File: config.mk
export PLATFORM = sky130hd
export DESIGN_NAME = scmo_queue
export DESIGN_NICKNAME = d
export VERILOG_FILES = /design/src/hw/rtl/scalar_mod_order_alu_unit_macros.svh /design/src/hw/rtl/scmo_queue.sv
export SDC_FILE = /design/constraint.sdc
export NUM_CORES = 1
export LEC_CHECK = 0
export CORE_MARGIN = 3
export CORE_UTILIZATION = 45
export CTS_CLUSTER_SIZE = 40
export DETAILED_ROUTE_END_ITERATION = 16
export DONT_BUFFER_PORTS = 1
export GPL_TIMING_DRIVEN = 0
export MAX_ROUTING_LAYER = met4
export PLACE_DENSITY = 0.57
export SLEW_MARGIN = 30
export SYNTH_ARGS = -nofsm -noshare
export SYNTH_HDL_FRONTEND = slang
export SYNTH_SLANG_ARGS = --single-unit
File: constraint.sdc
create_clock -name clk -period 2.4 [get_ports clk]
set_input_delay 0.12 -clock clk [delete_from_list [all_inputs] [get_ports clk]]
set_output_delay 0.12 -clock clk [all_outputs]
set_load 0.1 [all_outputs]
File: src/hw/rtl/scalar_mod_order_alu_unit_macros.svh
// Assertion macros used by the scalar ALU back end.
`ifndef SCALAR_MOD_ORDER_ALU_UNIT_MACROS_SVH
`define SCALAR_MOD_ORDER_ALU_UNIT_MACROS_SVH

// Same-cycle implication, checked outside reset.
`define SCMO_ASSERT_NOW(lbl, ante, cons, msg) \
    lbl: assert property (@(posedge clk) disable iff (!rst_n) (ante) |-> (cons)) \
        else $error(msg);

// Next-cycle implication, checked outside reset.
`define SCMO_ASSERT_NEXT(lbl, ante, cons, msg) \
    lbl: assert property (@(posedge clk) disable iff (!rst_n) (ante) |=> (cons)) \
        else $error(msg);

`endif

File: src/hw/rtl/scmo_queue.sv
`default_nettype none
module scmo_queue #(
    parameter int DEPTH = 4,
    parameter int W = 8
) (
    input  wire logic         clk,
    input  wire logic         rst_n,
    input  wire logic         push,
    input  wire logic [W-1:0] wdata,
    output logic              full,
    input  wire logic         pop,
    output logic [W-1:0]      rdata,
    output logic              empty
);
    localparam int PW = (DEPTH > 1) ? $clog2(DEPTH) : 1;
    localparam int CW = $clog2(DEPTH + 1);

    logic [W-1:0]  mem [DEPTH];
    logic [PW-1:0] wptr_reg, wptr_next;
    logic [PW-1:0] rptr_reg, rptr_next;
    logic [CW-1:0] cnt_reg, cnt_next;
    logic          do_push, do_pop;

    assign full    = (cnt_reg == CW'(DEPTH));
    assign empty   = (cnt_reg == '0);
    assign do_push = push && !full;
    assign do_pop  = pop && !empty;
    assign rdata   = mem[rptr_reg];

    // Pointer and fill count update.
    always_comb
    begin
        wptr_next = wptr_reg;
        rptr_next = rptr_reg;
        cnt_next  = cnt_reg;
        if (do_push)
        begin
            wptr_next = (wptr_reg == PW'(DEPTH - 1)) ? '0 : wptr_reg + 1'b1;
        end
        if (do_pop)
        begin
            rptr_next = (rptr_reg == PW'(DEPTH - 1)) ? '0 : rptr_reg + 1'b1;
        end
        if (do_push && !do_pop)
        begin
            cnt_next = cnt_reg + 1'b1;
        end
        else if (do_pop && !do_push)
        begin
            cnt_next = cnt_reg - 1'b1;
        end
    end

    always_ff @(posedge clk or negedge rst_n)
    begin
        if (!rst_n)
        begin
            wptr_reg <= '0;
            rptr_reg <= '0;
            cnt_reg  <= '0;
        end
        else
        begin
            wptr_reg <= wptr_next;
            rptr_reg <= rptr_next;
            cnt_reg  <= cnt_next;
        end
    end

    // Storage array.
    always_ff @(posedge clk)
    begin
        if (do_push)
        begin
            mem[wptr_reg] <= wdata;
        end
    end
endmodule
`default_nettype wire

### After elaboration in Yosys (flattened, before gate mapping)

Memory sizes are Yosys's and may differ from the RTL's.
Cells that the tools add are included.
Widths: inputs -> output; s select.

| word-level totals | value |
|---|---|
| register bits | 7 |
| memory bits (writable) | 32 |
| input port bits | 12 |
| output and inout bits | 10 |
| word-level logic and storage cells | 27 |
| memories kept | 1 |

Memories:

| name | depth | width | read ports | clocked after memory_dff | write ports | RTL line | RTL |
|---|---|---|---|---|---|---|---|
| mem | 4 | 8 | 1 | 0 | 1 | scmo_queue.sv:18 | `logic [W-1:0] mem [DEPTH];` |

| cells by class | value |
|---|---|
| add/subtract/negate cells | 4 |
| equal/unequal tests | 3 |
| muxes and demuxes | 6 |
| reductions and logical operators | 10 |

Operators by type and width:

| cell | count |
|---|---|
| $mux 3 | 2 |
| $add 2x1->2 const B | 2 |
| $eq 2x2->1 const B | 2 |
| $logic_and 1x1->1 | 4 |
| $logic_not 1->1 | 4 |
| $mux 2 | 2 |
| $add 3x1->3 const B | 1 |
| $eq 3x3->1 const B | 1 |
| $logic_not 3->1 | 1 |
| $sub 3x1->3 const B | 1 |
| $mux 1 | 2 |
| $reduce_bool 2->1 | 1 |

### Longest topological paths before layout

| logic depth | value |
|---|---|
| depth in word-level cells | 7 |
| gate-level depth with buffers | 9 |
| depth with buffers taken out | 8 |

### Worst setup path after synthesis

OpenSTA, ideal clock, no wires.

| timing | value |
|---|---|
| path kind | register -> register |
| start | register cnt_reg[0] |
| end | register cnt_reg[2] |
| library setup time | 0.079 ns |
| data arrival time | 4.042 ns |
| required time | 2.321 ns |
| path slack | -1.721 ns |
| cell stages (with the launch flop) | 9 |
| path buffers | 0 |
| period minus slack after synthesis | 4.121 ns |
| cells stage by stage | dfrtp_1 -> nor3_1 -> nand2b_4 -> ha_1 -> inv_1 -> fa_1 -> xor2_1 -> nor2_1 -> xor2_1 |

| on the way | value |
|---|---|
| word-level cells in the longest chain between the ends | 6 |
| elaborated cells between the ends (all ways) | 15 |
| classes of those cells | add/sub: 2; eq/ne: 1; mux: 2; reduce/logical: 10 |

Ends and longest elaborated chain:

| item | RTL line | RTL |
|---|---|---|
| from (decl) | scmo_queue.sv:21 | `logic [CW-1:0] cnt_reg, cnt_next;` |
| from (signal assigned) | scmo_queue.sv:66 | `cnt_reg <= cnt_next;` |
| $logic_not 3->1 * | scmo_queue.sv:25 | `assign empty = (cnt_reg == '0);` |
| net empty | scmo_queue.sv:13 | `output logic empty` |
| $logic_not 1->1 * | scmo_queue.sv:27 | `assign do_pop = pop && !empty;` |
| $logic_and 1x1->1 * | scmo_queue.sv:27 |  |
| $logic_not 1->1 | scmo_queue.sv:44 | `if (do_push && !do_pop)` |
| $logic_and 1x1->1 | scmo_queue.sv:44 |  |
| $mux 3 / $reduce_bool 2->1 (equally long branches) | n/a |  |

Mark *: on every way through the listed nets, which the timed path passes. The rest lies on a longest branch. The select of a mux whose other input is x is not followed.
A chain may end at the register's enable or synchronous reset.

### Final worst setup path

| timing | value |
|---|---|
| start | register cnt_reg[0] |
| end | register cnt_reg[2] |

| on the way | value |
|---|---|
| word-level cells in the longest chain between the ends | 6 |
| elaborated cells between the ends (all ways) | 15 |
| classes of those cells | add/sub: 2; eq/ne: 1; mux: 2; reduce/logical: 10 |

Ends and longest elaborated chain:

| item |
|---|
| parallel branches: the longest is 6 deep, another holds $sub 3x1->3 |

Several ways; the timed one is not identified. The select of a mux whose other input is x is not followed.

==> flow_summary.json <==
{
  "outcome": "complete, no violations",
  "synth_area_leaders": "sky130_fd_sc_hd__edfxtp_1 (59%), sky130_fd_sc_hd__mux4_2 (11%), sky130_fd_sc_hd__dfrtp_1 (11%), sky130_fd_sc_hd__ha_1 (4.6%), sky130_fd_sc_hd__mux2_2 (2.1%)",
  "layout.nets": 117,
  "initial_utilization_pct": 47.8,
  "crit_path_launch_type": "register",
  "fmax_mhz": 472,
  "cts_inserted_buffers": 5,
  "place.gp.congestion": 0.629,
  "insertion_delay_ns": 0.34,
  "period_needed_ns": 2.12,
  "area_of_the_mapped_netlist_um2": 1620,
  "clock_sinks": 39,
  "design.die.area_um2": 4360,
  "area_used_by_multi_input_combinational_logic_um2": 477,
  "final-setup-viol-count": 0,
  "route.detailed.drc": 0,
  "die_h_um": 66.0,
  "synthesis.yosys.warnings": 0,
  "synth.top_cell.area_share_pct": 59.3,
  "place.port_buffers": 0,
  "critical_path_arrival_ns": 2.39,
  "post_cts_hold_buffer_count": 9,
  "via_count_of_the_first_global_routing_pass": 831,
  "totalWireLength_um": 2330,
  "required_ns": 2.67,
  "design.portCount": 22,
  "finalHoldViolCount": 0,
  "setup_ws_ns": 0.279,
  "yosysMostFrequentCell": "sky130_fd_sc_hd__edfxtp_1",
  "syn2layout_area_growth_pct": 18.2,
  "syn-instance-count": 79,
  "cts.htree.levels": 2,
  "grt_antenna_before_repair": 0,
  "ant_nets": 0,
  "synth_async_sr_flop_share_pct": 17.9,
  "place_ws_ns": 0.270,
  "drt_iter0_drc": 42,
  "dpl.hpwl_um": 1590,
  "slew_violations": 0,
  "via_count": 735,
  "critPathMaxFanout": 4,
  "synth_sequential_area_ratio_pct": 70.1,
  "chipWidth_um": 66.0,
  "largest_net_degree_at_the_start_of_global_routing": 13,
  "crit_path_end_kind": "register",
  "grt_use_total_pct": 13.4,
  "layout.area.seq_um2": 1140,
  "final_layout_size_suffix_gt1_share_pct": 35.4,
  "worst_clock_skew_ns": 0.00156,
  "post_cts_resized": 0,
  "routedWlPerCell_um": 16.1,
  "final.period_utilization_pct": 88.4,
  "post_synth_num_cell_types": 19,
  "postCtsSetupRepairBufs": 0,
  "cts.root.buffer_cell": "sky130_fd_sc_hd__clkbuf_4",
  "core.rowCount": 21,
  "synthesis.area_per_instance_um2": 20.5,
  "core-area_um2": 3390,
  "fillerInstances": 267,
  "postSynthRegisterBits": 39,
  "cts.reportedPaths.clkPinSlew_ns": 0.11,
  "synth_enable_flop_cells": 32,
  "drv_cap": 0,
  "timing.hold.worst.class": "input pin to register",
  "synth.top_cells.by_count": "sky130_fd_sc_hd__edfxtp_1 (32), sky130_fd_sc_hd__mux4_2 (8), sky130_fd_sc_hd__dfrtp_1 (7), sky130_fd_sc_hd__ha_1 (6), sky130_fd_sc_hd__and2_2 (4)",
  "synth_top_flop_cell": "sky130_fd_sc_hd__edfxtp_1",
  "largest_register_ffs": 32,
  "tritoncts": "done",
  "grt_first_pass_wirelength_um": 3950,
  "detail_route.vias_per_cell": 5.07,
  "globalRouteOverflowTotal": 0,
  "max-clock-path-buffers": 2,
  "crit_type": "register to register",
  "antennaDiodeCount": 0,
  "tightestPinTransition_ns": 0.551,
  "syn_nets": 98,
  "drt_first_pass_iters": 3,
  "synthDominantAreaCellType": "sky130_fd_sc_hd__edfxtp_1",
  "slew_headroom_pct": 63.3,
  "grt_setup_unrepaired": "no"
}
## cell type report
cell class	count	share of cell area, %
clock buffers	5	1.96
multi-input cells	34	24.9
repair buffers	12	7.12
well taps	46	3.00
clock inverters	3	2.02
inverters	3	0.588
plain buffers	3	1.05
flip-flops and latches	39	59.4
## worst max-delay path, cell delays in order, from the launching register on
cell and delay (ns):
sky130_fd_sc_hd__dfrtp_2 0.49, sky130_fd_sc_hd__nor3_4 0.28, sky130_fd_sc_hd__buf_1 0.13, sky130_fd_sc_hd__nand2b_4 0.15, sky130_fd_sc_hd__ha_4 0.14, sky130_fd_sc_hd__inv_2 0.03
sky130_fd_sc_hd__fa_1 0.37, sky130_fd_sc_hd__xor2_1 0.15, sky130_fd_sc_hd__nor2_1 0.15, sky130_fd_sc_hd__xor2_1 0.16
## kinds of logic (layout without fill, tap and decap cells)
family,after synthesis,count (layout),share of synthesized area (%)
xor+xnor,3,3,1.62
mux,13,13,15.1
simple gates,11,11,5.41
fa+ha+maj,7,7,5.87
flops,39,39,70.1
buf+inv,6,26,1.93
## metrics by stage
step | TNS [ns] | std cells | area, um2 | utilization (%) | hold WS (ns)
after floorplan | -0.344 | 79 | 1650 | - | -0.176
after global placement | -0.543 | 125 | 1700 | 50.2 | -0.175
after detailed placement | 0 | 128 | 1750 | 51.6 | -0.175
after CTS | 0 | 145 | 1920 | 56.5 | 0.0103
after global routing | 0 | 145 | 1920 | 56.5 | 0.0103
final | 0 | 145 | 1920 | 56.5 | 0.0216
## final timing paths
check / start / endpoint / slack [ns] / cells past startpoint
max in group asynchronous: rst_n / cnt_reg[0] / 2.02 / 1
worst max-delay path: cnt_reg[0] / cnt_reg[2] / 0.28 / 9
worst min-delay path: pop / rptr_reg[1] / 0.02 / 2
worst min register to register: cnt_reg[2] / cnt_reg[2] / 0.56 / 1
worst max register to register: cnt_reg[0] / cnt_reg[2] / 0.28 / 9
min in group asynchronous: rst_n / cnt_reg[1] / 0.11 / 1
## layer usage
layer  vias up  track usage (%)  wire length, um
li1        338                -                -
met1       372             15.9              928
met3         7             5.10              132
met5         -                -                0
met4         0             5.33               46
met2        18             20.8             1230
## layout by cell type, fill, tap and decap left out
master / instances
sky130_fd_sc_hd__and2_2: 4
sky130_fd_sc_hd__buf_1: 2
sky130_fd_sc_hd__buf_16: 1
sky130_fd_sc_hd__buf_2: 1
sky130_fd_sc_hd__buf_6: 1
sky130_fd_sc_hd__buf_8: 1
sky130_fd_sc_hd__bufinv_16: 1
sky130_fd_sc_hd__clkbuf_4: 5
sky130_fd_sc_hd__clkinv_1: 1
sky130_fd_sc_hd__clkinv_2: 1
sky130_fd_sc_hd__dfrtp_1: 6
sky130_fd_sc_hd__dfrtp_2: 1
sky130_fd_sc_hd__dlygate4sd3_1: 9
sky130_fd_sc_hd__edfxtp_1: 32
sky130_fd_sc_hd__fa_1: 1
sky130_fd_sc_hd__ha_1: 5
sky130_fd_sc_hd__ha_4: 1
sky130_fd_sc_hd__inv_1: 2
sky130_fd_sc_hd__inv_2: 1
sky130_fd_sc_hd__mux2_2: 3
sky130_fd_sc_hd__mux2_4: 2
sky130_fd_sc_hd__mux4_2: 8
sky130_fd_sc_hd__nand2b_4: 1
sky130_fd_sc_hd__nor2_1: 3
sky130_fd_sc_hd__nor2b_2: 1
sky130_fd_sc_hd__nor3_4: 1
sky130_fd_sc_hd__nor3b_4: 1
sky130_fd_sc_hd__xnor2_1: 1
sky130_fd_sc_hd__xor2_1: 2
Power is not shown: default switching activity piles up to over one toggle a cycle in this logic, so the estimate is an artifact.
