[src/hw/rtl/scalar_mod_order_alu_unit_macros.svh]
// Assertion macros used by the scalar ALU back end.
`ifndef SCALAR_MOD_ORDER_ALU_UNIT_MACROS_SVH
`define SCALAR_MOD_ORDER_ALU_UNIT_MACROS_SVH

// Same-cycle implication, checked outside reset.
`define SCMO_ASSERT_NOW(lbl, ante, cons, msg) \
    lbl: assert property (@(posedge clk) disable iff (!rst_n) (ante) |-> (cons)) \
        else $error(msg);

// Next-cycle implication, checked outside reset.
`define SCMO_ASSERT_NEXT(lbl, ante, cons, msg) \
    lbl: assert property (@(posedge clk) disable iff (!rst_n) (ante) |=> (cons)) \
        else $error(msg);

`endif

[src/hw/rtl/scmo_pkg.sv]
`default_nettype none
package scmo_pkg;

    localparam int SCALAR_BITS = 256;
    localparam int LIMB_BITS = 64;
    localparam int CNT_W = $clog2(SCALAR_BITS);
    localparam int CMD_DEPTH = 4;
    localparam int OUT_DEPTH = 2;

    // Group order and the inversion exponent n - 2.
    localparam logic [SCALAR_BITS-1:0] ORDER_N =
        256'hFFFFFFFFFFFFFFFFFFFFFFFFFFFFFFFEBAAEDCE6AF48A03BBFD25E8CD0364141;
    localparam logic [SCALAR_BITS-1:0] ORDER_M2 =
        256'hFFFFFFFFFFFFFFFFFFFFFFFFFFFFFFFEBAAEDCE6AF48A03BBFD25E8CD036413F;
    localparam logic [SCALAR_BITS-1:0] ONE = 256'd1;

    // Operation codes.
    localparam logic [2:0] OP_ADD = 3'd0;
    localparam logic [2:0] OP_SUB = 3'd1;
    localparam logic [2:0] OP_MUL = 3'd2;
    localparam logic [2:0] OP_NEG = 3'd3;
    localparam logic [2:0] OP_INV = 3'd4;

    typedef enum logic [2:0] {
        S_IDLE,
        S_EXEC,
        S_MUL,
        S_SQ,
        S_PM,
        S_DONE
    } back_state_t;

    typedef struct packed {
        logic [2:0]             op;
        logic                   bad_op;
        logic                   err;
        logic [SCALAR_BITS-1:0] a;
        logic [SCALAR_BITS-1:0] b;
    } cmd_t;

    typedef struct packed {
        logic                   err;
        logic [SCALAR_BITS-1:0] r;
    } res_t;

    typedef struct packed {
        logic                   start;
        logic [SCALAR_BITS-1:0] x;
        logic [SCALAR_BITS-1:0] y;
    } mul_req_t;

    typedef struct packed {
        logic                   busy;
        logic                   done;
        logic [SCALAR_BITS-1:0] product;
    } mul_rsp_t;

    function automatic logic below_n(input logic [SCALAR_BITS-1:0] x);
        return x < ORDER_N;
    endfunction

    // Sum of two reduced values, reduced again with one conditional subtract.
    function automatic logic [SCALAR_BITS-1:0] add_mod(
        input logic [SCALAR_BITS-1:0] x,
        input logic [SCALAR_BITS-1:0] y
    );
        logic [SCALAR_BITS:0]   s;
        logic [SCALAR_BITS+1:0] d;
        s = {1'b0, x} + {1'b0, y};
        d = {1'b0, s} - {2'b00, ORDER_N};
        return d[SCALAR_BITS+1] ? s[SCALAR_BITS-1:0] : d[SCALAR_BITS-1:0];
    endfunction

    function automatic logic [SCALAR_BITS-1:0] neg_mod(input logic [SCALAR_BITS-1:0] x);
        return (x == '0) ? '0 : ORDER_N - x;
    endfunction

endpackage
`default_nettype wire

[src/hw/rtl/scmo_front.sv]
`default_nettype none
module scmo_front (
    input  wire logic                               clk,
    input  wire logic                               rst_n,
    input  wire logic                               push,
    output logic                                    full,
    input  wire logic [2:0]                         action,
    input  wire logic [scmo_pkg::SCALAR_BITS-1:0]   a,
    input  wire logic [scmo_pkg::SCALAR_BITS-1:0]   b,
    output logic                                    cq_push,
    output scmo_pkg::cmd_t                          cq_data,
    input  wire logic                               cq_full
);
    logic           valid_reg, valid_next;
    scmo_pkg::cmd_t stage_reg, stage_next;
    logic           accept;
    logic           uses_b, bad_op;

    assign full    = valid_reg && cq_full;
    assign accept  = push && !full;
    assign cq_push = valid_reg && !cq_full;
    assign cq_data = stage_reg;

    // Classify the incoming item: operand use and range check.
    always_comb
    begin
        uses_b = 1'b0;
        bad_op = 1'b0;
        unique case (action)
            scmo_pkg::OP_ADD, scmo_pkg::OP_SUB, scmo_pkg::OP_MUL: uses_b = 1'b1;
            scmo_pkg::OP_NEG, scmo_pkg::OP_INV:                   uses_b = 1'b0;
            default:                                              bad_op = 1'b1;
        endcase
        stage_next        = stage_reg;
        stage_next.op     = action;
        stage_next.bad_op = bad_op;
        stage_next.a      = a;
        stage_next.b      = b;
        stage_next.err    = !bad_op
            && (!scmo_pkg::below_n(a) || (uses_b && !scmo_pkg::below_n(b)));
        valid_next = valid_reg;
        if (accept)
        begin
            valid_next = 1'b1;
        end
        else if (cq_push)
        begin
            valid_next = 1'b0;
        end
    end

    always_ff @(posedge clk or negedge rst_n)
    begin
        if (!rst_n)
        begin
            valid_reg <= 1'b0;
        end
        else
        begin
            valid_reg <= valid_next;
        end
    end

    always_ff @(posedge clk)
    begin
        if (accept)
        begin
            stage_reg <= stage_next;
        end
    end
endmodule
`default_nettype wire

[config.mk]
export PLATFORM = sky130hd
export DESIGN_NAME = scmo_front
export DESIGN_NICKNAME = d
export VERILOG_FILES = /design/src/hw/rtl/scalar_mod_order_alu_unit_macros.svh /design/src/hw/rtl/scmo_pkg.sv /design/src/hw/rtl/scmo_front.sv
export SDC_FILE = /design/constraint.sdc
export NUM_CORES = 1
export LEC_CHECK = 0
export ABC_AREA = 0
export BUFFER_PORTS_ARGS = -buffer_cell sky130_fd_sc_hd__clkbuf_2
export CORE_AREA = 2 2 398 400
export CTS_CLUSTER_DIAMETER = 80
export CTS_CLUSTER_SIZE = 40
export DETAILED_ROUTE_END_ITERATION = 16
export DIE_AREA = 0 0 400 402
export PLACE_DENSITY = 0.3
export SLEW_MARGIN = 20
export SYNTH_ARGS = -nofsm -noshare
export SYNTH_HDL_FRONTEND = slang
export SYNTH_SLANG_ARGS = --single-unit
[constraint.sdc]
create_clock -name clk -period 34.3 [get_ports clk]
set_input_delay 5.145 -clock clk [delete_from_list [all_inputs] [get_ports clk]]
set_output_delay 5.145 -clock clk [all_outputs]
set_load 0.02 [all_outputs]
== Word-level counts from Yosys, hierarchy flattened ==
Index checks and enable logic that the tools add are counted.
Storage, ports and cells
  register bits: 518
  input port bits: 519
  output and inout bits: 519
  logic and storage cells: 30
Operators by class
  magnitude comparators: 2
  equality and inequality tests: 4
  multiplexer cells: 4
  reduce and logical (&&, ||, !) cells: 14
Operator list (count)
  less-than comparator 256 bit, second input constant: 2
  equality test 3 x 2 -> 1 bit, second input constant: 2
  logical AND 1 bit: 5
  OR reduction 5 bit: 1
  zero test 1 bit: 4
  2-to-1 mux 1 bit: 4
  equality test 3 x 1 -> 1 bit, second input constant: 1
  equality test 3 bit, second input constant: 1
  zero test 3 bit: 1
  OR reduction 3 bit: 1
  nonzero test 2 bit: 1
  logical OR 1 bit: 1

== Depth between registers and ports, before layout ==
  depth after elaboration: 6
  mapped depth: 7
  mapped depth without buffers: 7

== Worst setup path after synthesis ==
Ideal clock, no wire load.
  kind: in2reg
  start: input port cq_full
  end: register stage_reg, in the netlist cq_data[0], enable pin
  library setup time: 1.459 ns
  data arrival time: 27.882 ns
  required time: 32.841 ns
  path slack: 4.959 ns
  stages on the path: 2
  path buffers: 0
  cell sequence: and2_1 nor2b_1
Between the ends
  longest elaborated chain between the ends: 3
RTL lines
  start: declaration: RTL line scmo_front.sv:12  | input wire logic cq_full
  logical AND 1 bit: RTL line scmo_front.sv:19  | assign full = valid_reg && cq_full;
  zero test 1 bit: RTL line scmo_front.sv:20  | assign accept = push && !full;
  logical AND 1 bit: RTL line scmo_front.sv:20
  via accept: RTL line scmo_front.sv:16  | logic accept;
  end signal: assignment: RTL line scmo_front.sv:68  | stage_reg <= stage_next;
  end: declaration: RTL line scmo_front.sv:15  | scmo_pkg::cmd_t stage_reg, stage_next;
The timed path passes the listed nets, and every way through them passes these cells.
A chain may end at the register's enable or synchronous reset.

== Worst setup path in the final report ==
  start: input port cq_full
  end: output port full
Between the ends
  longest elaborated chain between the ends: 1
RTL lines
  logical AND 1 bit: RTL line scmo_front.sv:19
  end: declaration: RTL line scmo_front.sv:6  | output logic full,
Every way passes these cells.

==> results.py <==
metrics = {
    "detailed_routing": {
        "drc": 0,
        "vias": 12952,
        "wl_met2_um": 50540,
        "met3_length_um": 9301,
        "drt-pass1-iter-count": 5,
        "antenna_left": 0,
        "drt-total-wl_um": 98380,
        "wl_per_cell_um": 24.51,
        "dr.max_layer_used": "met5",
        "vias_per_cell": 3.227,
        "drtIter0Drc": 863,
        "met1_length_um": 36500,
    },
    "hold_path": {
        "holdPathEnd": "valid_reg$_DFFE_PN0P_",
        "hold_path.class": "reg2reg",
        "hold_path_depth": 2,
        "hold_start": "valid_reg$_DFFE_PN0P_",
    },
    "clock_network": {
        "hold_buffers": 0,
        "cts_tree": "yes",
        "cts.clk_slew.worst_paths_ns": 0.08,
        "cts_buffers": 50,
        "post-cts-setup-buffers": 0,
        "htree_levels": 2,
        "root_buffer": "clkbuf_16",
        "clock_latency_ns": 0.67,
        "cts_resized": 0,
        "cts_buffer_depth": 3,
        "cts_sinks": 518,
    },
    "synth": {
        "synth_cell_types": 42,
        "synth_largest_area_cell": "edfxtp_1",
        "synth_fa_ha_area_share_pct": 0,
        "synth_flop_cell": "edfxtp_1",
        "ys_warn_count": 0,
        "synth_mux_area_share_pct": 0,
        "synth.most_common_cell": "edfxtp_1",
        "synthSimpleGateAreaFrac_pct": 7.019,
        "ys_top_cells_by_area": "edfxtp_1 (90%), nand4_1 (3.1%), nor4_1 (0.87%)",
        "synth_edf_count": 517,
        "synth_top_area_share_pct": 90.16,
        "ys_seq_elements": 518,
        "ys_top_cells_by_count": "edfxtp_1 (517), nand4_1 (85), nor4_1 (24)",
        "seq_area_frac_synth_pct": 90.31,
        "postSynth.asyncResetShare_pct": 0.1931,
        "syn_area_um2": 17220,
        "avgSynthCellArea_um2": 21.80,
        "syn_inst": 790,
        "synth_top_family_by_area": "simple AND/OR/NAND/NOR gates",
        "synth_xor_area_share_pct": 0,
        "syn-num-nets": 1309,
        "synth_compound_area_share_pct": 2.630,
    },
    "critical_path": {
        "path_buf_inv": 2,
        "cp_max_fo": 3,
        "critPathMostFrequentCell": "clkbuf_2",
        "crit_chain": "clkbuf_2 -> and2_1 -> clkbuf_2",
        "reg2reg_slack_ns": 29.40,
        "worst_path_max_delay_cell": "and2_1",
        "cpLargestDelayFamily": "buffers and inverters",
        "rr_endpoint": "cq_data[328]$_DFFE_PP_",
        "worstSetupPathType": "in2out",
        "slowest_delay_ns": 0.20,
        "reg2reg_depth": 6,
        "critPathArrivalTime_ns": 5.63,
        "r2r-start": "valid_reg$_DFFE_PN0P_",
        "endpoint_kind": "output pin",
        "startpoint_type": "input pin",
        "required_ns": 29.15,
    },
    "grt": {
        "grt_max_degree": 80,
        "grt_pass1_vias": 13787,
        "antenna_found_initial": 26,
        "grt_first_pass_wirelength_um": 126500,
        "overflow": 0,
        "track_usage_pct": 11.62,
    },
    "final_layout": {
        "syn_to_final_growth_pct": 57.08,
        "nets": 2408,
        "fill_cells": 17360,
        "largest_register_ffs": 517,
        "drive_gt1_share_pct": 59.35,
    },
    "timing": {
        "max_slew_margin_pct": 30.71,
        "layout_min_cycle_time_ns": 10.78,
        "worst_slew_pin_slew_ns": 1.039,
        "clock-skew-final_ns": 0.02149,
        "hold_slack_ns": 0.7166,
        "slew_viol_final": 0,
        "finalHoldViolations": 0,
        "finalSetupViolations": 0,
        "fmax_ghz": 0.09279,
        "final.setup.tns_ns": 0,
        "rsz0062_at_grt": "false",
        "min_period_over_period_pct": 31.42,
    },
    "placed_design": {
        "dpl.hpwl_um": 84570,
        "portBuffers": 1037,
        "gp_congestion": 0.8977,
    },
    "run": {
        "cap_violations": 0,
    },
    "power_and_ir_drop": {
        "power.density_nw_per_um2": 57.45,
        "p_leak_nw": 10.53,
        "p_total_w": 0.001554,
        "ir_drop_uv": 40.85,
    },
    "floorplanning": {
        "die_h_um": 402,
        "start_util_pct": 10.96,
        "core_um2": 157100,
        "rows": 146,
        "die_area_um2": 160800,
        "die_width_um": 400,
        "io_pins": 1038,
    },
    "status": {
        "status": "complete, no violations",
    },
}
==> worst reg2reg max path, stage by stage (launching register included) <==
cell and delay [ns]:
dfrtp_1 0.38, and2_1 0.18, nor2b_4 0.70, buf_4 0.67, buf_4 0.79, buf_4 0.78
buf_4 0.97
==> layout make-up <==
type                       instances  area (um^2)  share of cell area [%]
timing repair buffer            1047         5265                   19.47
sequential                       518        15550                   57.49
inverter                           2        7.507                 0.02775
tap                             2072         2592                   9.585
antenna                           11        27.53                  0.1018
multi-input combinational        270         1688                   6.240
clock buffer                      51         1255                   4.640
clock inverter                    43        663.1                   2.452
==> metal layers <==
layer | vias up | global-route usage [%]
met2 | 682 | 20.91
met4 | 22 | 2.602
met1 | 6536 | 12.95
li1 | 5607 | -
met5 | - | 0
met3 | 105 | 4.203
==> how the worst max path moves through the flow <==
stage	startpoint	to	slack (ns)	cells past startpoint
3_3_place_gp	cq_full	full	23.49	3
3_5_place_dp	cq_full	full	23.51	3
2_1_floorplan	cq_full	cq_data[0]$_DFFE_PP_	4.96	2
4_1_cts	cq_full	full	23.51	3
6_report	cq_full	full	23.52	3
5_1_grt	cq_full	full	23.49	3
==> cell families (layout without fill, tap and decap cells) <==
family / Yosys count / count (layout)
buffers and inverters: 2 / 1143
AO/OA/AOI/OAI: 63 / 63
flip-flops: 518 / 518
other: 0 / 11
AND/OR/NAND/NOR: 207 / 207
==> power breakdown <==
group          switching [W]  internal [W]  leakage (nW)
combinational       0.000117     0.0000462          4.67
clock               0.000330      0.000311         0.921
sequential         0.0000118      0.000739          4.94
==> per-stage QoR <==
step / util (%) / setup WS [ns] / area (um^2) / cells
final: 17.22 / 23.52 / 27050 / 4014
after global routing: 17.20 / 23.49 / 27020 / 4003
after CTS: 17.20 / 23.51 / 27020 / 4003
after detailed placement: 15.98 / 23.51 / 25100 / 3909
after global placement: 15.97 / 23.49 / 25100 / 3909
after floorplan: - / 4.959 / 17220 / 790
==> cell usage in the layout, fill, tap and decap left out, types with 4 or more instances in the layout <==
| cell type | instances |
|---|---|
| o21ai_0 | 12 |
| inv_12 | 8 |
| a211o_1 | 4 |
| nor2_1 | 22 |
| a21oi_1 | 7 |
| edfxtp_1 | 517 |
| o211ai_1 | 7 |
| nand4_1 | 85 |
| clkbuf_2 | 1037 |
| nand4b_1 | 5 |
| clkbuf_16 | 50 |
| nor4_1 | 23 |
| a21o_1 | 6 |
| inv_6 | 7 |
| inv_16 | 9 |
| clkinv_8 | 11 |
| nand3_1 | 15 |
| or4_1 | 7 |
| diode_2 | 11 |
| buf_4 | 10 |
| nor3_1 | 16 |
| nand2_1 | 14 |
Power figures use the tool's default switching activity.
