==> src/hw/rtl/scalar_mod_order_alu_unit_macros.svh <==
// Assertion macros used by the scalar ALU back end.
`ifndef SCALAR_MOD_ORDER_ALU_UNIT_MACROS_SVH
`define SCALAR_MOD_ORDER_ALU_UNIT_MACROS_SVH

// Same-cycle implication, checked outside reset.
`define SCMO_ASSERT_NOW(lbl, ante, cons, msg) \
    lbl: assert property (@(posedge clk) disable iff (!rst_n) (ante) |-> (cons)) \
        else $error(msg);

// Next-cycle implication, checked outside reset.
`define SCMO_ASSERT_NEXT(lbl, ante, cons, msg) \
    lbl: assert property (@(posedge clk) disable iff (!rst_n) (ante) |=> (cons)) \
        else $error(msg);

`endif

==> src/hw/rtl/scmo_pkg.sv <==
`default_nettype none
package scmo_pkg;

    localparam int SCALAR_BITS = 256;
    localparam int LIMB_BITS = 64;
    localparam int CNT_W = $clog2(SCALAR_BITS);
    localparam int CMD_DEPTH = 4;
    localparam int OUT_DEPTH = 2;

    // Group order and the inversion exponent n - 2.
    localparam logic [SCALAR_BITS-1:0] ORDER_N =
        256'hFFFFFFFFFFFFFFFFFFFFFFFFFFFFFFFEBAAEDCE6AF48A03BBFD25E8CD0364141;
    localparam logic [SCALAR_BITS-1:0] ORDER_M2 =
        256'hFFFFFFFFFFFFFFFFFFFFFFFFFFFFFFFEBAAEDCE6AF48A03BBFD25E8CD036413F;
    localparam logic [SCALAR_BITS-1:0] ONE = 256'd1;

    // Operation codes.
    localparam logic [2:0] OP_ADD = 3'd0;
    localparam logic [2:0] OP_SUB = 3'd1;
    localparam logic [2:0] OP_MUL = 3'd2;
    localparam logic [2:0] OP_NEG = 3'd3;
    localparam logic [2:0] OP_INV = 3'd4;

    typedef enum logic [2:0] {
        S_IDLE,
        S_EXEC,
        S_MUL,
        S_SQ,
        S_PM,
        S_DONE
    } back_state_t;

    typedef struct packed {
        logic [2:0]             op;
        logic                   bad_op;
        logic                   err;
        logic [SCALAR_BITS-1:0] a;
        logic [SCALAR_BITS-1:0] b;
    } cmd_t;

    typedef struct packed {
        logic                   err;
        logic [SCALAR_BITS-1:0] r;
    } res_t;

    typedef struct packed {
        logic                   start;
        logic [SCALAR_BITS-1:0] x;
        logic [SCALAR_BITS-1:0] y;
    } mul_req_t;

    typedef struct packed {
        logic                   busy;
        logic                   done;
        logic [SCALAR_BITS-1:0] product;
    } mul_rsp_t;

    function automatic logic below_n(input logic [SCALAR_BITS-1:0] x);
        return x < ORDER_N;
    endfunction

    // Sum of two reduced values, reduced again with one conditional subtract.
    function automatic logic [SCALAR_BITS-1:0] add_mod(
        input logic [SCALAR_BITS-1:0] x,
        input logic [SCALAR_BITS-1:0] y
    );
        logic [SCALAR_BITS:0]   s;
        logic [SCALAR_BITS+1:0] d;
        s = {1'b0, x} + {1'b0, y};
        d = {1'b0, s} - {2'b00, ORDER_N};
        return d[SCALAR_BITS+1] ? s[SCALAR_BITS-1:0] : d[SCALAR_BITS-1:0];
    endfunction

    function automatic logic [SCALAR_BITS-1:0] neg_mod(input logic [SCALAR_BITS-1:0] x);
        return (x == '0) ? '0 : ORDER_N - x;
    endfunction

endpackage
`default_nettype wire

==> src/hw/rtl/scmo_modmul.sv <==
`default_nettype none
module scmo_modmul (
    input  wire logic               clk,
    input  wire logic               rst_n,
    input  wire scmo_pkg::mul_req_t req,
    output scmo_pkg::mul_rsp_t      rsp
);
    localparam int SB = scmo_pkg::SCALAR_BITS;
    localparam int CW = scmo_pkg::CNT_W;

    logic          busy_reg, busy_next;
    logic          done_reg, done_next;
    logic          phase_reg, phase_next;
    logic [CW-1:0] cnt_reg, cnt_next;
    logic [SB-1:0] acc_reg, acc_next;
    logic [SB-1:0] x_reg, x_next;
    logic [SB-1:0] y_reg, y_next;

    assign rsp.busy    = busy_reg;
    assign rsp.done    = done_reg;
    assign rsp.product = acc_reg;

    // Double-and-add, most significant multiplier bit first, one modular add a cycle.
    always_comb
    begin
        busy_next  = busy_reg;
        done_next  = 1'b0;
        phase_next = phase_reg;
        cnt_next   = cnt_reg;
        acc_next   = acc_reg;
        x_next     = x_reg;
        y_next     = y_reg;
        if (!busy_reg && req.start)
        begin
            busy_next  = 1'b1;
            phase_next = 1'b0;
            cnt_next   = '0;
            acc_next   = '0;
            x_next     = req.x;
            y_next     = req.y;
        end
        else if (busy_reg)
        begin
            if (!phase_reg)
            begin
                acc_next   = scmo_pkg::add_mod(acc_reg, acc_reg);
                phase_next = 1'b1;
            end
            else
            begin
                if (y_reg[SB-1])
                begin
                    acc_next = scmo_pkg::add_mod(acc_reg, x_reg);
                end
                y_next     = {y_reg[SB-2:0], 1'b0};
                phase_next = 1'b0;
                cnt_next   = cnt_reg + 1'b1;
                if (cnt_reg == CW'(SB - 1))
                begin
                    busy_next = 1'b0;
                    done_next = 1'b1;
                end
            end
        end
    end

    always_ff @(posedge clk or negedge rst_n)
    begin
        if (!rst_n)
        begin
            busy_reg  <= 1'b0;
            done_reg  <= 1'b0;
            phase_reg <= 1'b0;
            cnt_reg   <= '0;
        end
        else
        begin
            busy_reg  <= busy_next;
            done_reg  <= done_next;
            phase_reg <= phase_next;
            cnt_reg   <= cnt_next;
        end
    end

    always_ff @(posedge clk)
    begin
        acc_reg <= acc_next;
        x_reg   <= x_next;
        y_reg   <= y_next;
    end
endmodule
`default_nettype wire

==> config.mk <==
export PLATFORM = sky130hd
export DESIGN_NAME = scmo_modmul
export DESIGN_NICKNAME = d
export VERILOG_FILES = /design/src/hw/rtl/scalar_mod_order_alu_unit_macros.svh /design/src/hw/rtl/scmo_pkg.sv /design/src/hw/rtl/scmo_modmul.sv
export SDC_FILE = /design/constraint.sdc
export NUM_CORES = 2
export LEC_CHECK = 0
export BUFFER_PORTS_ARGS = -buffer_cell sky130_fd_sc_hd__clkbuf_2
export CAP_MARGIN = 20
export CORE_MARGIN = 5
export CORE_UTILIZATION = 30
export CTS_CLUSTER_DIAMETER = 200
export DETAILED_ROUTE_END_ITERATION = 7
export GPL_TIMING_DRIVEN = 1
export SLEW_MARGIN = 20
export SYNTH_ARGS = -nofsm -noshare
export SYNTH_HDL_FRONTEND = slang
export SYNTH_SLANG_ARGS = --single-unit
==> constraint.sdc <==
create_clock -name clk -period 11.4 [get_ports clk]
set_input_delay 1.71 -clock clk [delete_from_list [all_inputs] [get_ports clk]]
set_output_delay 1.71 -clock clk [all_outputs]
set_load 0.005 [all_outputs]
# After elaboration in Yosys (flattened, before gate mapping)

Cells that the tools add are included.

Reduce and logical (&&, ||, !) cells: 6
Add/sub/neg operators: 5
Equality and inequality tests: 2
Mux-type cells: 21

Operator list:

| operator                  | number |
|---|---|
| $mux 256                  | 7 |
| $sub 257x256->258 const B | 2 |
| $add 256x256->257         | 2 |
| $mux 8                    | 3 |
| $mux 1                    | 11 |
| $add 8x1->8 const B       | 1 |
| $eq 8x8->1 const B        | 1 |
| $reduce_and 2->1          | 2 |
| $reduce_bool 2->1         | 2 |
| $ne 2x1->1 const B        | 1 |
| $logic_and 1x1->1         | 1 |
| $logic_not 1->1           | 1 |

Output and inout bits: 258
Register bits: 779
Input port bits: 515

# Logic depth before layout (Yosys ltp)

Word-level depth: 5
Depth in mapped cells: 25

# Worst setup path after synthesis

Ideal clock, no wire load.

Path type: input -> register
From: input req[512] (netlist name)
To: register x_reg[0], enable pin
Arrival: 9.219 ns
Path buffers: 2
Slack: 1.460 ns
Library setup time: 0.720 ns
Cell stages on the path: 4
Cells stage by stage: nand2b_1 > clkinv_1 > clkbuf_1 > clkbuf_1

Cells in the longest elaborated chain, start to end: 1

Ends and longest elaborated chain:

| what                   | RTL line          | text |
|---|---|---|
| start: declaration     | scmo_modmul.sv:5  | `input wire scmo_pkg::mul_req_t req,` |
| $logic_and 1x1->1      | scmo_modmul.sv:33 | `if (!busy_reg && req.start)` |
| end signal: assignment | scmo_modmul.sv:88 | `x_reg <= x_next;` |
| end: declaration       | scmo_modmul.sv:16 | `logic [SB-1:0] x_reg, x_next;` |

No other way between the ends.
A chain may end at the register's enable or synchronous reset.

# Final worst setup path

From: register acc_reg[145]
To: register acc_reg[235]

Cells in the longest elaborated chain, start to end: 5

Ends and longest elaborated chain:

| what                     | RTL line          | text |
|---|---|---|
| start: declaration       | scmo_modmul.sv:15 | `logic [SB-1:0] acc_reg, acc_next;` |
| start signal: assignment | scmo_modmul.sv:87 | `acc_reg <= acc_next;` |
| $add 256x256->257        | scmo_pkg.sv:69    | `s = {1'b0, x} + {1'b0, y};` |
| $sub 257x256->258        | scmo_pkg.sv:70    | `d = {1'b0, s} - {2'b00, ORDER_N};` |
| $mux 256                 | scmo_pkg.sv:71    | `return d[SCALAR_BITS+1] ? s[SCALAR_BITS-1:0] : d[SCALAR_BITS-1:0];` |
| $mux 256                 | scmo_modmul.sv:51 | `if (y_reg[SB-1])` |
| $mux 256 (*)             | scmo_modmul.sv:44 | `if (!phase_reg)` |

Mark *: on every way between the ends. The rest lies on a longest branch, timed or not. The select of a mux whose other input is x is not followed.

==> out/results.ini <==
[grt]
grt_overflow=0
first_global_vias=72700
antenna_found_initial=36
grt_usage_pct=32.0
grt_start_max_net_pins=230
grt_pass1_wl_um=553000

[synthesis]
synthCells=8854
syn_area_sq_mm=0.0684
synth_edf_count=512
ys_warn_count=0
ys.flop_type=edfxtp_1
synthArstFlopShare_pct=1.41
ys_ff_latch=779
ys_seq_area_share_pct=30.4
synth_cell_type_count=131
mappedNetlistNets=9629
avgSynthCellArea_sq_um=7.73

[floorplan]
core_region_area_sq_mm=0.227
die_w_um=488
initial_utilization_pct=30.1
io_pins=773
dieArea_sq_mm=0.238
rows=175
die_y_um=488

[worst_setup_path]
required_ps=12070
arrival_ps=10340
r2r_slack_ps=1740
worstSetupStartpointType=register
crit_fanout=13
critPathKind=reg -> reg
crit_path_end_kind=register

[sta]
final-setup-viol-count=0
slew_headroom_pct=18.2
worstMarginPinSlew_ps=1220
hold_viol=0
rsz0062_at_grt=no
finalCriticalPeriod_ps=9660
fmax_mhz=103
finalMaxSlewViolations=0
fin_ws_ps=1740
finalSetupTns_ps=0
fin_crit_sh_pct=84.8
skew_ps=89.0
fin_hold_ws_ps=492

[clock_network]
cts_tree=done
cts_buffers=97
cts.sinks=779
cts-hold-fix-buffers=0
cts_buffer_depth=3
clock_latency_ps=830
cts_max_level=3
postCtsSetupBuffers=0
clk_pin_slew_ps=70
cts_resized=0
cts_root_buffer=clkbuf_16

[drt]
routed_wl_um=402000
vias_per_cell=6.23
drt_iter0_markers=9952
first_pass_iters=8
vias=77900
ant_nets=0
drt-wirelength-per-cell_um=32.2
drcViolationCount=0

[place]
port_buffers=772
dpl_worst_slack_ps=1510
dp.final_hpwl_um=328000
gp_congestion=1.08

[pwr]
power.leakage_nw=29.3
ir_drop_v=0.000156
powerDensity_mw_per_mm2=340

[layout]
syn2layout_area_growth_pct=14.9
multiInputGateArea_sq_mm=0.0454
final_util_pct=34.6
drive_gt1_share_pct=13.6
fin_nets=10200
seq_area_sq_mm=0.0208
nFillCells=24200

[min_path]
hold_class=reg -> reg

[flow_run]
drv_cap=0

[status]
outcome=finished clean

-- Yosys cell counts (29+ instances only) --
| cell | number | area (sq um) |
|---|---|---|
| a21oi_1 | 704 | 3520 |
| o31ai_1 | 51 | 383 |
| nor2_1 | 736 | 2760 |
| nor3_1 | 247 | 1240 |
| nand4_1 | 316 | 1980 |
| and3_1 | 120 | 751 |
| a221oi_1 | 41 | 359 |
| o21bai_1 | 71 | 533 |
| and4_1 | 53 | 464 |
| ha_1 | 259 | 3240 |
| xnor2_1 | 385 | 3370 |
| a22oi_1 | 142 | 1070 |
| nor4_1 | 114 | 713 |
| mux2i_1 | 29 | 290 |
| o221ai_1 | 54 | 473 |
| a31oi_1 | 59 | 369 |
| o211ai_1 | 73 | 548 |
| edfxtp_1 | 512 | 15400 |
| a221o_1 | 31 | 310 |
| a211oi_1 | 48 | 360 |
| clkbuf_1 | 286 | 1070 |
| o21a_1 | 73 | 548 |
| or4_1 | 36 | 270 |
| o21ai_1 | 68 | 340 |
| o2111ai_1 | 39 | 342 |
| xor2_1 | 264 | 2310 |
| a21o_1 | 118 | 886 |
| or3_1 | 92 | 576 |
| and2_1 | 77 | 482 |
| nor2b_1 | 31 | 194 |
| o21ai_0 | 565 | 2830 |
| a21boi_0 | 30 | 225 |
| o22ai_1 | 41 | 257 |
| or2_2 | 50 | 313 |
| inv_1 | 125 | 469 |
| nand2b_1 | 52 | 325 |
| nand3_1 | 287 | 1440 |
| buf_2 | 146 | 731 |
| dfxtp_1 | 256 | 5120 |
| nand2_1 | 1642 | 6160 |
-- kinds of logic after synthesis --
kind of cell | Yosys count | synth area share [%]
simple gates | 4007 | 28.1
flops | 779 | 30.4
xor+xnor | 651 | 8.35
buf+inv | 588 | 3.58
compound gates | 2536 | 24.4
mux | 33 | 0.490
fa+ha+maj | 260 | 4.77
-- per-layer routing --
| layer | vias to the layer above | share of wire [%] | GRT usage (%) | wire length (um) |
|---|---|---|---|---|
| met1 | 38100 | 41 | 41.7 | 164000 |
| li1 | 34100 | - | - | - |
| met3 | 939 | 9.2 | 6.95 | 37100 |
| met2 | 4738 | 43 | 48.5 | 172000 |
| met4 | 2 | 7.3 | 19.1 | 29500 |
| met5 | - | 0.0032 | 0 | 13 |
-- area by class of cell --
| type | count | area share, % |
|---|---|---|
| antenna | 26 | 0.0827 |
| clock buffer | 119 | 3.26 |
| clock inverter | 62 | 0.864 |
| inverter | 127 | 0.616 |
| multi-input combinational | 7487 | 57.7 |
| sequential | 779 | 26.4 |
| tap | 3009 | 4.79 |
| timing repair buffer | 902 | 6.23 |
-- critical path, stage by stage (launching register included) --
cell	delay [ps]
dfxtp_1	400
ha_1	720
nand4_1	390
nor4_2	860
nand3_1	490
or3_1	470
nor3_1	620
nor3_1	340
o41ai_1	920
xor2_1	350
nand4_2	290
nor4_4	670
nand4_1	490
o31ai_4	620
buf_8	220
nand4_2	510
o21a_1	370
o21ai_0	630
a21oi_1	150
-- per-stage QoR --
step / power [mW] / cell area [sq um] / instances
floorplan: 15.6 / 68400 / 8854
global placement: 22.7 / 75300 / 12300
detailed placement: 22.7 / 75300 / 12300
CTS: 26.1 / 78600 / 12500
global route: 27.8 / 78600 / 12500
finish: 26.8 / 78600 / 12500
-- cells in the final DEF, fill, tap and decap left out, types with 142 or more instances in the layout --
master and count:
xor2_1 264, xnor2_1 385, nand4_1 316, nor3_1 244
a21oi_1 704, ha_1 259, dfxtp_1 256, nor2_1 730
clkbuf_2 772, edfxtp_1 512, nand2_1 1638, a22oi_1 142
o21ai_0 561, nand3_1 287
-- where the power goes --
| group | internal (mW) | total [mW] | switching [mW] | leakage [nW] |
|---|---|---|---|---|
| combinational | 5.60 | 18.3 | 12.7 | 20.6 |
| clock | 1.77 | 3.22 | 1.45 | 1.55 |
| sequential | 3.85 | 5.27 | 1.41 | 7.06 |
-- path summary, 6_finish.rpt --
path	start	endpoint	cells past startpoint
min in group asynchronous	rst_n	phase_reg	1
min reg2reg	cnt_reg[2]	cnt_reg[2]	1
max reg2reg	acc_reg[145]	acc_reg[235]	18
max	acc_reg[145]	acc_reg[235]	18
min	cnt_reg[2]	cnt_reg[2]	1
max in group asynchronous	rst_n	phase_reg	1
Power figures use the tool's default switching activity.
